File: src/hdl/rbf_pkg.sv
// shared types, constants and helper functions for the rgb box filter
`timescale 1ns / 1ps

package rbf_pkg;

    // elaboration defaults for the top level parameters
    localparam int DEF_MAX_WIDTH  = 2048;
    localparam int DEF_MAX_HEIGHT = 2048;

    // configuration port
    localparam int CFG_W            = 12;
    localparam int CFG_IDX_W        = 1;
    localparam int DEF_IMAGE_WIDTH  = 640;
    localparam int DEF_IMAGE_HEIGHT = 480;

    typedef enum logic [CFG_IDX_W-1:0] {
        REG_IMAGE_WIDTH  = 1'b0,
        REG_IMAGE_HEIGHT = 1'b1
    } cfg_reg_t;

    // pixel and result formats
    localparam int CHAN_W = 8;
    localparam int PIX_W  = 11;
    localparam int SUM_W  = 12;

    // divide by 9 as multiply by reciprocal, exact for sums up to 9*255
    localparam int                DIV9_W     = 13;
    localparam logic [DIV9_W-1:0] DIV9_MUL   = 13'd7282;
    localparam int                DIV9_SHIFT = 16;

    // depth of the queue between front and back
    localparam int QUEUE_DEPTH = 4;

    typedef struct packed {
        logic [CHAN_W-1:0] r;
        logic [CHAN_W-1:0] g;
        logic [CHAN_W-1:0] b;
    } rgb_t;

    localparam int RGB_W = $bits(rgb_t);

    typedef struct packed {
        logic do_avg;
        logic do_border;
    } pix_kind_t;

    localparam int KIND_W = $bits(pix_kind_t);

    typedef struct packed {
        logic [PIX_W-1:0] pix_col;
        logic [PIX_W-1:0] pix_row;
        rgb_t             pix;
        logic             is_averaged;
        logic             last_of_run;
    } res_t;

    function automatic logic [SUM_W-1:0] add3(
        input logic [CHAN_W-1:0] a,
        input logic [CHAN_W-1:0] b,
        input logic [CHAN_W-1:0] c
    );
        return SUM_W'(a) + SUM_W'(b) + SUM_W'(c);
    endfunction

    function automatic logic [CHAN_W-1:0] div9(input logic [SUM_W-1:0] s);
        logic [SUM_W+DIV9_W-1:0] p;
        p = (SUM_W+DIV9_W)'(s) * (SUM_W+DIV9_W)'(DIV9_MUL);
        return p[DIV9_SHIFT+CHAN_W-1:DIV9_SHIFT];
    endfunction

endpackage

File: src/hdl/rbf_fifo.sv
// small first-in first-out queue between front and back
`timescale 1ns / 1ps

module rbf_fifo
    import rbf_pkg::*;
#(
    parameter int WIDTH = RGB_W,
    parameter int DEPTH = QUEUE_DEPTH
) (
    input  logic             clk,
    input  logic             rst_n,
    input  logic             push,
    input  logic [WIDTH-1:0] push_data,
    output logic             full,
    input  logic             pop,
    output logic [WIDTH-1:0] pop_data,
    output logic             empty
);

    localparam int PW = (DEPTH > 1) ? $clog2(DEPTH) : 1;
    localparam int NW = $clog2(DEPTH + 1);

    logic [WIDTH-1:0] slot_reg [DEPTH];
    logic [PW-1:0]    wr_ptr_reg, wr_ptr_next;
    logic [PW-1:0]    rd_ptr_reg, rd_ptr_next;
    logic [NW-1:0]    cnt_reg, cnt_next;
    logic             do_push;
    logic             do_pop;

    assign full     = (cnt_reg == NW'(DEPTH));
    assign empty    = (cnt_reg == '0);
    assign do_push  = push && !full;
    assign do_pop   = pop && !empty;
    assign pop_data = slot_reg[rd_ptr_reg];

    always_comb
    begin
        wr_ptr_next = wr_ptr_reg;
        rd_ptr_next = rd_ptr_reg;
        cnt_next    = cnt_reg;
        if (do_push)
            wr_ptr_next = (wr_ptr_reg == PW'(DEPTH - 1)) ? '0 : wr_ptr_reg + PW'(1);
        if (do_pop)
            rd_ptr_next = (rd_ptr_reg == PW'(DEPTH - 1)) ? '0 : rd_ptr_reg + PW'(1);
        if (do_push && !do_pop)
            cnt_next = cnt_reg + NW'(1);
        else if (do_pop && !do_push)
            cnt_next = cnt_reg - NW'(1);
    end

    always_ff @(posedge clk or negedge rst_n)
    begin
        if (!rst_n)
        begin
            wr_ptr_reg <= '0;
            rd_ptr_reg <= '0;
            cnt_reg    <= '0;
        end
        else
        begin
            wr_ptr_reg <= wr_ptr_next;
            rd_ptr_reg <= rd_ptr_next;
            cnt_reg    <= cnt_next;
        end
    end

    always_ff @(posedge clk)
    begin
        if (do_push)
            slot_reg[wr_ptr_reg] <= push_data;
    end

endmodule

File: config.mk
export PLATFORM = sky130hd
export DESIGN_NAME = rbf_fifo
export DESIGN_NICKNAME = d
export VERILOG_FILES = /design/src/hdl/rbf_pkg.sv /design/src/hdl/rbf_fifo.sv
export SDC_FILE = /design/constraint.sdc
export NUM_CORES = 1
export LEC_CHECK = 0
export BUFFER_PORTS_ARGS = -buffer_cell sky130_fd_sc_hd__buf_2
export CAP_MARGIN = 20
export CORE_AREA = 2 2 97 99
export CTS_CLUSTER_SIZE = 8
export DETAILED_ROUTE_END_ITERATION = 10
export DIE_AREA = 0 0 99 101
export REMOVE_ABC_BUFFERS = 1
export SLEW_MARGIN = 15
export SYNTH_ARGS = -nofsm -noshare
export SYNTH_HDL_FRONTEND = slang
export SYNTH_SLANG_ARGS = --single-unit
File: constraint.sdc
create_clock -name clk -period 5.2 [get_ports clk]
set_clock_uncertainty 0.15 [all_clocks]
set_input_delay 1.3 -clock clk [delete_from_list [all_inputs] [get_ports clk]]
set_output_delay 1.3 -clock clk [all_outputs]
set_load 0.05 [all_outputs]
==> impl_metrics.tcl <==
set metrics [dict create \
    outcome "completed" \
    fin_crit_ns 3.60 \
    required_ns 3.75 \
    grtUsageTotal 0.140 \
    dieArea_um2 10000 \
    root_buffer "clkbuf_8" \
    worst_pin_slew_ns 0.862 \
    max_slew_margin 0.425 \
    dr_total_vias 1730 \
    die_h_um 101 \
    clk_latency_ns 0.35 \
    synth_ff_type "edfxtp_1" \
    port_buffers 53 \
    die_w_um 99 \
    wirelength_um 6280 \
    worstPathCellList "mux4_2 -> buf_2" \
    setup_tns_ns 0 \
    max_freq_ghz 0.278 \
    cp-end-kind "output pin" \
    finalCritPeriodShare 0.692 \
    cts_buffer_depth 2 \
    clk_pin_slew_ns 0.09 \
    cpPeakStageDelay_ns 0.95 \
    antenna_found_initial 0 \
    grt_pass1_wl_um 10300 \
    ys_types 21 \
    power_density_nw_per_um2 630 \
    critPathMaxFanout 27 \
    final_util 0.504 \
    yosys_warnings 0 \
    cp.arrival_ns 2.15 \
    drive_gt1_frac 0.448 \
    avgSynthCellArea_um2 24.0 \
    path_buf_inv 1 \
    gp_congestion 0.683 \
    critPathTopFamily "flip-flops" \
    crit_path_start_kind "register" \
    synthArstFlopShare 0.0680 \
    htree_levels 3 \
    grt_pass1_vias 1959 \
    cts.sinks 103 \
    synth_edf_count 96 \
    cts_tree "done" \
    synth_seq_cells 103 \
    cts-resized-gates 0 \
    drc 0 \
    dp_hpwl_um 3880 \
    fp-row-count 35 \
    grt_overflow 0 \
    regToRegSetupSlack_ns 2.79 \
    synthCells 163 \
    p_leak_nw 1.59 \
    diodes 0 \
    syn2layout_area_growth_pct 15.6 \
    post_cts_buffers 0 \
    crit_slowest_cell "dfrtp_2" \
    crit_type "register to output pin" \
    rsz0062_at_grt "no" \
    synth_area_um2 3910 \
    largest_reg_flops 96 \
    timing_hold_violations_final 0 \
    cap_violations 0 \
    cts_made_buffers 9 \
    fin_ws_ns 1.60 \
    hold_ws_ns 0.385 \
    grt_max_degree 28 \
    hp-class "register to register" \
    yosysSeqAreaShare 0.782 \
    post_drt_wl_per_cell_um 18.4 \
    setup_viol 0 \
    preCtsSetupSlack_ns 1.91 \
    initial_core_util 0.436 \
    cts_hold_buf 0 \
    final_antenna_net_count 0 \
    maxSlewViolCount 0 \
    ioPinCount 54 \
    ir_drop_v 0.000241 \
    core-area_um2 8980 \
    viasPerCell 5.07 \
    drt_pass1_iterations 4 \
    fin_nets 260 \
    drtIter0Drc 65 \
]
[cell usage after synthesis, types with 2 or more instances]
cell	n	share of area
edfxtp_1	96	0.74
mux4_2	24	0.14
dfrtp_1	7	0.045
ha_1	6	0.019
and2_1	4	0.0064
buf_2	3	0.0038
inv_1	3	0.0029
buf_4	2	0.0038
mux2_2	2	0.0058
mux2_4	2	0.0077
nor2_1	2	0.0019
nor3_1	2	0.0026
xor2_1	2	0.0045
[stage by stage]
step	area [um2]	cells	power (mW)
6_report	4520	341	2.85
5_1_grt	4520	341	3.00
4_1_cts	4520	341	2.90
3_5_place_dp	4310	325	2.37
3_3_place_gp	4310	325	2.36
2_1_floorplan	3860	156	2.09
[worst paths after layout]
| path | to | depth (start not counted) | start |
|---|---|---|---|
| max | pop_data[23] | 2 | rd_ptr_reg[0] |
| min | cnt_reg[2] | 1 | cnt_reg[2] |
| max reg2reg | cnt_reg[2] | 8 | cnt_reg[2] |
| min reg2reg | cnt_reg[2] | 1 | cnt_reg[2] |
| max in group asynchronous | rd_ptr_reg[0] | 1 | rst_n |
| min in group asynchronous | rd_ptr_reg[0] | 1 | rst_n |
[worst register-to-register path, delay by kind of cell, from the launching register on]
kind,cells,cell delay [ns]
flops,1,0.43
simple gates,3,0.76
xor+xnor,2,0.30
buf+inv,1,0.06
fa+ha+maj,2,0.66
[cell type report]
type / count / area [um2]
clock buffers: 11 / 131
clock inverters: 5 / 82.6
fillers: 740 / 4460
inverters: 3 / 11.3
multi-input cells: 50 / 796
flip-flops and latches: 103 / 3060
well taps: 111 / 139
repair buffers: 58 / 303
[power by group]
group	leakage [nW]	switching, mW	internal [mW]
clock network	0.107	0.253	0.273
logic	0.522	0.724	0.371
registers	0.961	0.130	1.10
total	1.59	1.11	1.74
[kinds of logic after synthesis]
| family | synth area share |
|---|---|
| DFF | 0.782 |
| muxes | 0.152 |
| buffers and inverters | 0.0144 |
| and+or+nand+nor | 0.0157 |
| adders and majority gates | 0.0243 |
| xor gates and xnor gates | 0.00672 |
| AOI/OAI and AO/OA | 0.00512 |
[per-layer routing]
metal | GRT usage | up-vias | routed length [um]
met4 | 0.0632 | 0 | 92
met2 | 0.232 | 38 | 3190
met3 | 0.0291 | 9 | 251
met5 | 0 | - | 0
met1 | 0.178 | 889 | 2740
li1 | - | 794 | -
[layout by cell type, fill, tap and decap left out]
master / count
buf_2: 53
nor2b_1: 1
clkbuf_8: 9
clkbuf_1: 2
nor3_1: 2
clkinv_2: 1
a21o_1: 1
mux4_2: 24
and2_1: 4
clkinv_4: 2
bufinv_16: 2
edfxtp_1: 96
o31ai_2: 1
dfrtp_2: 1
nor3b_2: 1
dfrtp_1: 6
inv_1: 3
buf_4: 5
fa_1: 1
mux2_2: 2
ha_1: 6
xor2_1: 2
mux2_4: 2
xnor2_1: 1
nor2_1: 2
(Power assumes the default switching activity.)
