### src/hdl/rbf_pkg.sv
// shared types, constants and helper functions for the rgb box filter
`timescale 1ns / 1ps

package rbf_pkg;

    // elaboration defaults for the top level parameters
    localparam int DEF_MAX_WIDTH  = 2048;
    localparam int DEF_MAX_HEIGHT = 2048;

    // configuration port
    localparam int CFG_W            = 12;
    localparam int CFG_IDX_W        = 1;
    localparam int DEF_IMAGE_WIDTH  = 640;
    localparam int DEF_IMAGE_HEIGHT = 480;

    typedef enum logic [CFG_IDX_W-1:0] {
        REG_IMAGE_WIDTH  = 1'b0,
        REG_IMAGE_HEIGHT = 1'b1
    } cfg_reg_t;

    // pixel and result formats
    localparam int CHAN_W = 8;
    localparam int PIX_W  = 11;
    localparam int SUM_W  = 12;

    // divide by 9 as multiply by reciprocal, exact for sums up to 9*255
    localparam int                DIV9_W     = 13;
    localparam logic [DIV9_W-1:0] DIV9_MUL   = 13'd7282;
    localparam int                DIV9_SHIFT = 16;

    // depth of the queue between front and back
    localparam int QUEUE_DEPTH = 4;

    typedef struct packed {
        logic [CHAN_W-1:0] r;
        logic [CHAN_W-1:0] g;
        logic [CHAN_W-1:0] b;
    } rgb_t;

    localparam int RGB_W = $bits(rgb_t);

    typedef struct packed {
        logic do_avg;
        logic do_border;
    } pix_kind_t;

    localparam int KIND_W = $bits(pix_kind_t);

    typedef struct packed {
        logic [PIX_W-1:0] pix_col;
        logic [PIX_W-1:0] pix_row;
        rgb_t             pix;
        logic             is_averaged;
        logic             last_of_run;
    } res_t;

    function automatic logic [SUM_W-1:0] add3(
        input logic [CHAN_W-1:0] a,
        input logic [CHAN_W-1:0] b,
        input logic [CHAN_W-1:0] c
    );
        return SUM_W'(a) + SUM_W'(b) + SUM_W'(c);
    endfunction

    function automatic logic [CHAN_W-1:0] div9(input logic [SUM_W-1:0] s);
        logic [SUM_W+DIV9_W-1:0] p;
        p = (SUM_W+DIV9_W)'(s) * (SUM_W+DIV9_W)'(DIV9_MUL);
        return p[DIV9_SHIFT+CHAN_W-1:DIV9_SHIFT];
    endfunction

endpackage

### src/hdl/rbf_front.sv
// front end: configuration registers, raster counters and pixel classification
`timescale 1ns / 1ps

module rbf_front
    import rbf_pkg::*;
#(
    parameter int MAX_WIDTH  = DEF_MAX_WIDTH,
    parameter int MAX_HEIGHT = DEF_MAX_HEIGHT
) (
    input  logic                          clk,
    input  logic                          rst_n,
    input  logic                          cfg_valid,
    output logic                          cfg_ready,
    input  logic [CFG_IDX_W-1:0]          cfg_index,
    input  logic [CFG_W-1:0]              cfg_data,
    input  logic                          in_valid,
    output logic                          in_ready,
    input  rgb_t                          in_pix,
    input  logic                          q_full,
    output logic                          q_push,
    output rgb_t                          q_pix,
    output logic [$clog2(MAX_WIDTH)-1:0]  q_x,
    output logic [$clog2(MAX_HEIGHT)-1:0] q_y,
    output pix_kind_t                     q_kind
);

    localparam int CW = $clog2(MAX_WIDTH);
    localparam int RW = $clog2(MAX_HEIGHT);

    logic [CFG_W-1:0] image_width_reg;
    logic [CFG_W-1:0] image_height_reg;
    logic [CW-1:0]    col_reg, col_next;
    logic [RW-1:0]    row_reg, row_next;
    logic [CW-1:0]    w_last;
    logic [RW-1:0]    h_last;

    assign cfg_ready = 1'b1;

    always_ff @(posedge clk or negedge rst_n)
    begin
        if (!rst_n)
        begin
            image_width_reg  <= CFG_W'(DEF_IMAGE_WIDTH);
            image_height_reg <= CFG_W'(DEF_IMAGE_HEIGHT);
        end
        else if (cfg_valid)
        begin
            case (cfg_reg_t'(cfg_index))
                REG_IMAGE_WIDTH:  image_width_reg  <= cfg_data;
                REG_IMAGE_HEIGHT: image_height_reg <= cfg_data;
                default: ;
            endcase
        end
    end

    // last column / row index in use, zero taken as one, clipped to the maximum
    always_comb
    begin
        if (image_width_reg == '0)
            w_last = '0;
        else if (32'(image_width_reg) > MAX_WIDTH)
            w_last = CW'(MAX_WIDTH - 1);
        else
            w_last = CW'(image_width_reg - CFG_W'(1));

        if (image_height_reg == '0)
            h_last = '0;
        else if (32'(image_height_reg) > MAX_HEIGHT)
            h_last = RW'(MAX_HEIGHT - 1);
        else
            h_last = RW'(image_height_reg - CFG_W'(1));
    end

    assign in_ready = !q_full;
    assign q_push   = in_valid && !q_full;
    assign q_pix    = in_pix;
    assign q_x      = col_reg;
    assign q_y      = row_reg;

    always_comb
    begin
        q_kind.do_avg    = (col_reg >= CW'(2)) && (row_reg >= RW'(2));
        q_kind.do_border = (col_reg == '0) || (row_reg == '0) ||
                           (col_reg >= w_last) || (row_reg >= h_last);
    end

    always_comb
    begin
        col_next = col_reg;
        row_next = row_reg;
        if (q_push)
        begin
            if (col_reg >= w_last)
            begin
                col_next = '0;
                row_next = (row_reg >= h_last) ? '0 : row_reg + RW'(1);
            end
            else
            begin
                col_next = col_reg + CW'(1);
            end
        end
    end

    always_ff @(posedge clk or negedge rst_n)
    begin
        if (!rst_n)
        begin
            col_reg <= '0;
            row_reg <= '0;
        end
        else
        begin
            col_reg <= col_next;
            row_reg <= row_next;
        end
    end

endmodule

### config.mk
export PLATFORM = sky130hd
export DESIGN_NAME = rbf_front
export DESIGN_NICKNAME = d
export VERILOG_FILES = /design/src/hdl/rbf_pkg.sv /design/src/hdl/rbf_front.sv
export SDC_FILE = /design/constraint.sdc
export NUM_CORES = 1
export LEC_CHECK = 0
export BUFFER_PORTS_ARGS = -buffer_cell sky130_fd_sc_hd__buf_2
export CAP_MARGIN = 20
export CORE_MARGIN = 8
export CORE_UTILIZATION = 45
export DETAILED_ROUTE_END_ITERATION = 8
export GPL_ROUTABILITY_DRIVEN = 0
export PLACE_DENSITY = 0.7
export SLEW_MARGIN = 20
export SYNTH_ARGS = -nofsm -noshare
export SYNTH_HDL_FRONTEND = slang
export SYNTH_SLANG_ARGS = --single-unit
### constraint.sdc
create_clock -name clk -period 7.7 [get_ports clk]
set_clock_uncertainty 0.2 [all_clocks]
set_input_delay 0.385 -clock clk [delete_from_list [all_inputs] [get_ports clk]]
set_output_delay 0.385 -clock clk [all_outputs]
set_load 0.01 [all_outputs]
==> results.md <==
* # resized after CTS at 0
* Initial Utilization at 46.1%
* Final Cell Area at 0.00360 sq mm
* Ys Warns at 0
* Number of global-route vias before repair at 2561
* Slowest library cell on the worst path: a311oi_2
* Die span in x at 102 um
* Worst Max-Slew Pin Slew at 637 ps
* CP delay by family, top: simple AND/OR/NAND/NOR gates
* TritonCTS clock tree: built
* DRC errors left at 0
* Yosys reg bits at 46
* Post-synth top flop: dfrtp_1
* Hold Path End: image_width_reg[1]
* Final ANT Viol Nets at 0
* IO Count at 93
* Pins over their slew limit at 0
* Worst r2r src: image_width_reg[4]
* Hold Fails Final Rpt at 0
* Die H at 102 um
* Crit path launch type: flop
* Largest net degree at the start of global routing at 47
* Maximum clock frequency at 0.221 GHz
* Min cycle time layout at 4520 ps
* Layout area overhead at 8.39%
* Cell row count at 31
* Core area at 0.00721 sq mm
* Antenna violations before repair at 0
* CP Depth at 11
* Unrepaired setup endpoints after global routing: false
* Worst slew margin at 57.4%
* Htree depth at 2
* # setup viols final at 0
* Status: complete, no violations
* Post-synth net total at 436
* Clk_lat worst skew at 300 ps
* Reg2reg path depth at 11
* Nets at 455
* Slowest stage delay, CP at 610 ps
* Critical path cell sequence: nor4_1 > nand4b_1 > or2_2 > nor2_1 > a21oi_1 > ha_1 > nand2b_4 > a2111o_1 > a311oi_2 > o2111ai_1 > buf_2
* WP buf/inv at 1
* CTS buffer count at 5
* Cells after Synth at 364
* FILL cells at 689
* Crit. End Element: output port
* Most frequent cells in the layout: buf_2, dfrtp_1, nor2_1
* Critical Path AT at 3940 ps
* Max Cap Viol at 0
* Routed Wire Length at 7.31 mm
* Sequential area share after synthesis at 34.8%
* Syn avg cell area at 9.14 sq um
* Startpoint of the worst hold path: cfg_data[1]
* Power per cell area at 254 mW/mm^2
* Wirelength per Cell at 15.1 um
* DR vias/cell at 5.42
* I/O Buffers at 43
* Post-synth EDFFs at 0
* Dpl cell area at 0.00345 sq mm
* Hold buffers post-CTS at 0
* Reg-to-reg endpoint: q_y[1]
* GRT Overall Usage at 14.5%
* Setup slack, reg-to-reg at 3740 ps
* CTS Root Cell: clkbuf_8
* Routed via count at 2617
* Global-route wire length before repair at 12.2 mm
* CTS clk-pin slew, worst paths at 90 ps
* Crit path max fanout at 9
* CTS max path bufs at 2
* Ant diodes at 0
* Worst VDD drop at 138 uV
* Lkg Pwr at 1.64 nW
* DR pass1 iterations at 4
* Post-synth ARST share at 100%
* Synth unique cells at 43
* Die area at 0.0104 sq mm
* Share of layout cells above drive strength 1 at 22.9%
* Sink Count at 46
* Fin crit share at 58.7%
* Hold Crit Depth at 3
* Post-CTS Setup Bufs at 0
* Commonest non-fill, non-tap cell in the layout: buf_2
* Grt total ovfl at 0
* Setup TNS at 0 ps
* Hold Crit Class: primary input to flop
* Mapped Area at 0.00333 sq mm
* Setup CP Type: flop to output port
* Critical Path RT at 7110 ps
* DRT iter0 DRCs at 96
* Dpl hpwl at 5.72 mm
## metrics by stage
stage | util (%) | power (mW) | cells | setup WS, ps | hold WS, ps
6_report | 50.0 | 0.916 | 483 | 3180 | 116
5_1_grt | 50.0 | 0.984 | 483 | 2810 | 102
4_1_cts | 49.8 | 0.920 | 482 | 3180 | 88.7
3_5_place_dp | 47.8 | 0.698 | 474 | 3520 | 326
3_3_place_gp | 47.8 | 0.685 | 474 | 3660 | 322
2_1_floorplan | - | 0.598 | 364 | 3900 | -111
## kinds of logic (layout without fill, tap and decap cells)
kind of cell	Yosys count	count (layout)	share of synthesized area [%]
and+or+nand+nor	125	125	18.4
AOI/OAI and AO/OA	64	64	12.6
buffers and inverters	53	73	9.03
DFF	46	46	34.8
adders and majority gates	32	32	11.9
muxes	23	23	7.79
xor gates and xnor gates	20	20	5.27
other	1	1	0.113
## synthesized netlist by cell type (3+ instances only)
cell / instances / share of area [%]
mux2_2: 23 / 7.8
and3_1: 8 / 1.5
a21oi_1: 27 / 4.1
buf_4: 25 / 5.6
a221o_1: 6 / 1.8
xor2_1: 10 / 2.6
nor2b_1: 3 / 0.56
or3_1: 5 / 0.94
ha_1: 30 / 11
o21ai_0: 13 / 2.0
or2_2: 3 / 0.56
nor4_1: 4 / 0.75
nor2_1: 36 / 4.1
a211oi_1: 3 / 0.68
dfrtp_1: 40 / 30
inv_1: 19 / 2.1
nand2_1: 27 / 3.0
nand3_1: 13 / 2.0
nor3_1: 10 / 1.5
o2bb2ai_1: 5 / 1.3
dfstp_2: 6 / 4.7
xnor2_1: 10 / 2.6
nand4_1: 7 / 1.3
clkbuf_1: 7 / 0.79
## worst min-delay path, delay by kind of cell
family | cells | cell delay [ps]
buf+inv | 1 | 100
compound gates | 1 | 60
simple gates | 1 | 50
## layout make-up
| type | count | area (sq um) | share of cell area (%) |
|---|---|---|---|
| multi-input cells | 265 | 1870 | 51.9 |
| flip-flops and latches | 46 | 1160 | 32.1 |
| repair buffers | 45 | 235 | 6.53 |
| well taps | 99 | 124 | 3.44 |
| clock buffers | 6 | 82.6 | 2.29 |
| inverters | 20 | 75.1 | 2.08 |
| clock inverters | 2 | 60.1 | 1.67 |
## how the worst max path moves through the flow
stage | startpoint | end | slack (ps)
after floorplan | image_width_reg[4] | q_kind[0] | 3900
after CTS | image_width_reg[4] | q_kind[0] | 3180
after detailed placement | image_width_reg[4] | q_kind[0] | 3520
after global placement | image_width_reg[4] | q_kind[0] | 3660
final | image_width_reg[4] | q_kind[0] | 3180
after global routing | image_width_reg[4] | q_kind[0] | 2810
## report_power, final
part,internal [mW],switching [mW]
logic,0.157,0.175
registers,0.289,0.0725
clock network,0.138,0.0844
## metal layers
metal / up-vias / track usage, % / part of all wire (%)
li1: 1306 / - / -
met4: 0 / 4.97 / 1.3
met5: - / 0 / 0
met2: 72 / 22.8 / 44
met3: 9 / 3.61 / 7.0
met1: 1230 / 19.0 / 47
Note: power is estimated with default switching activity, not from simulation.
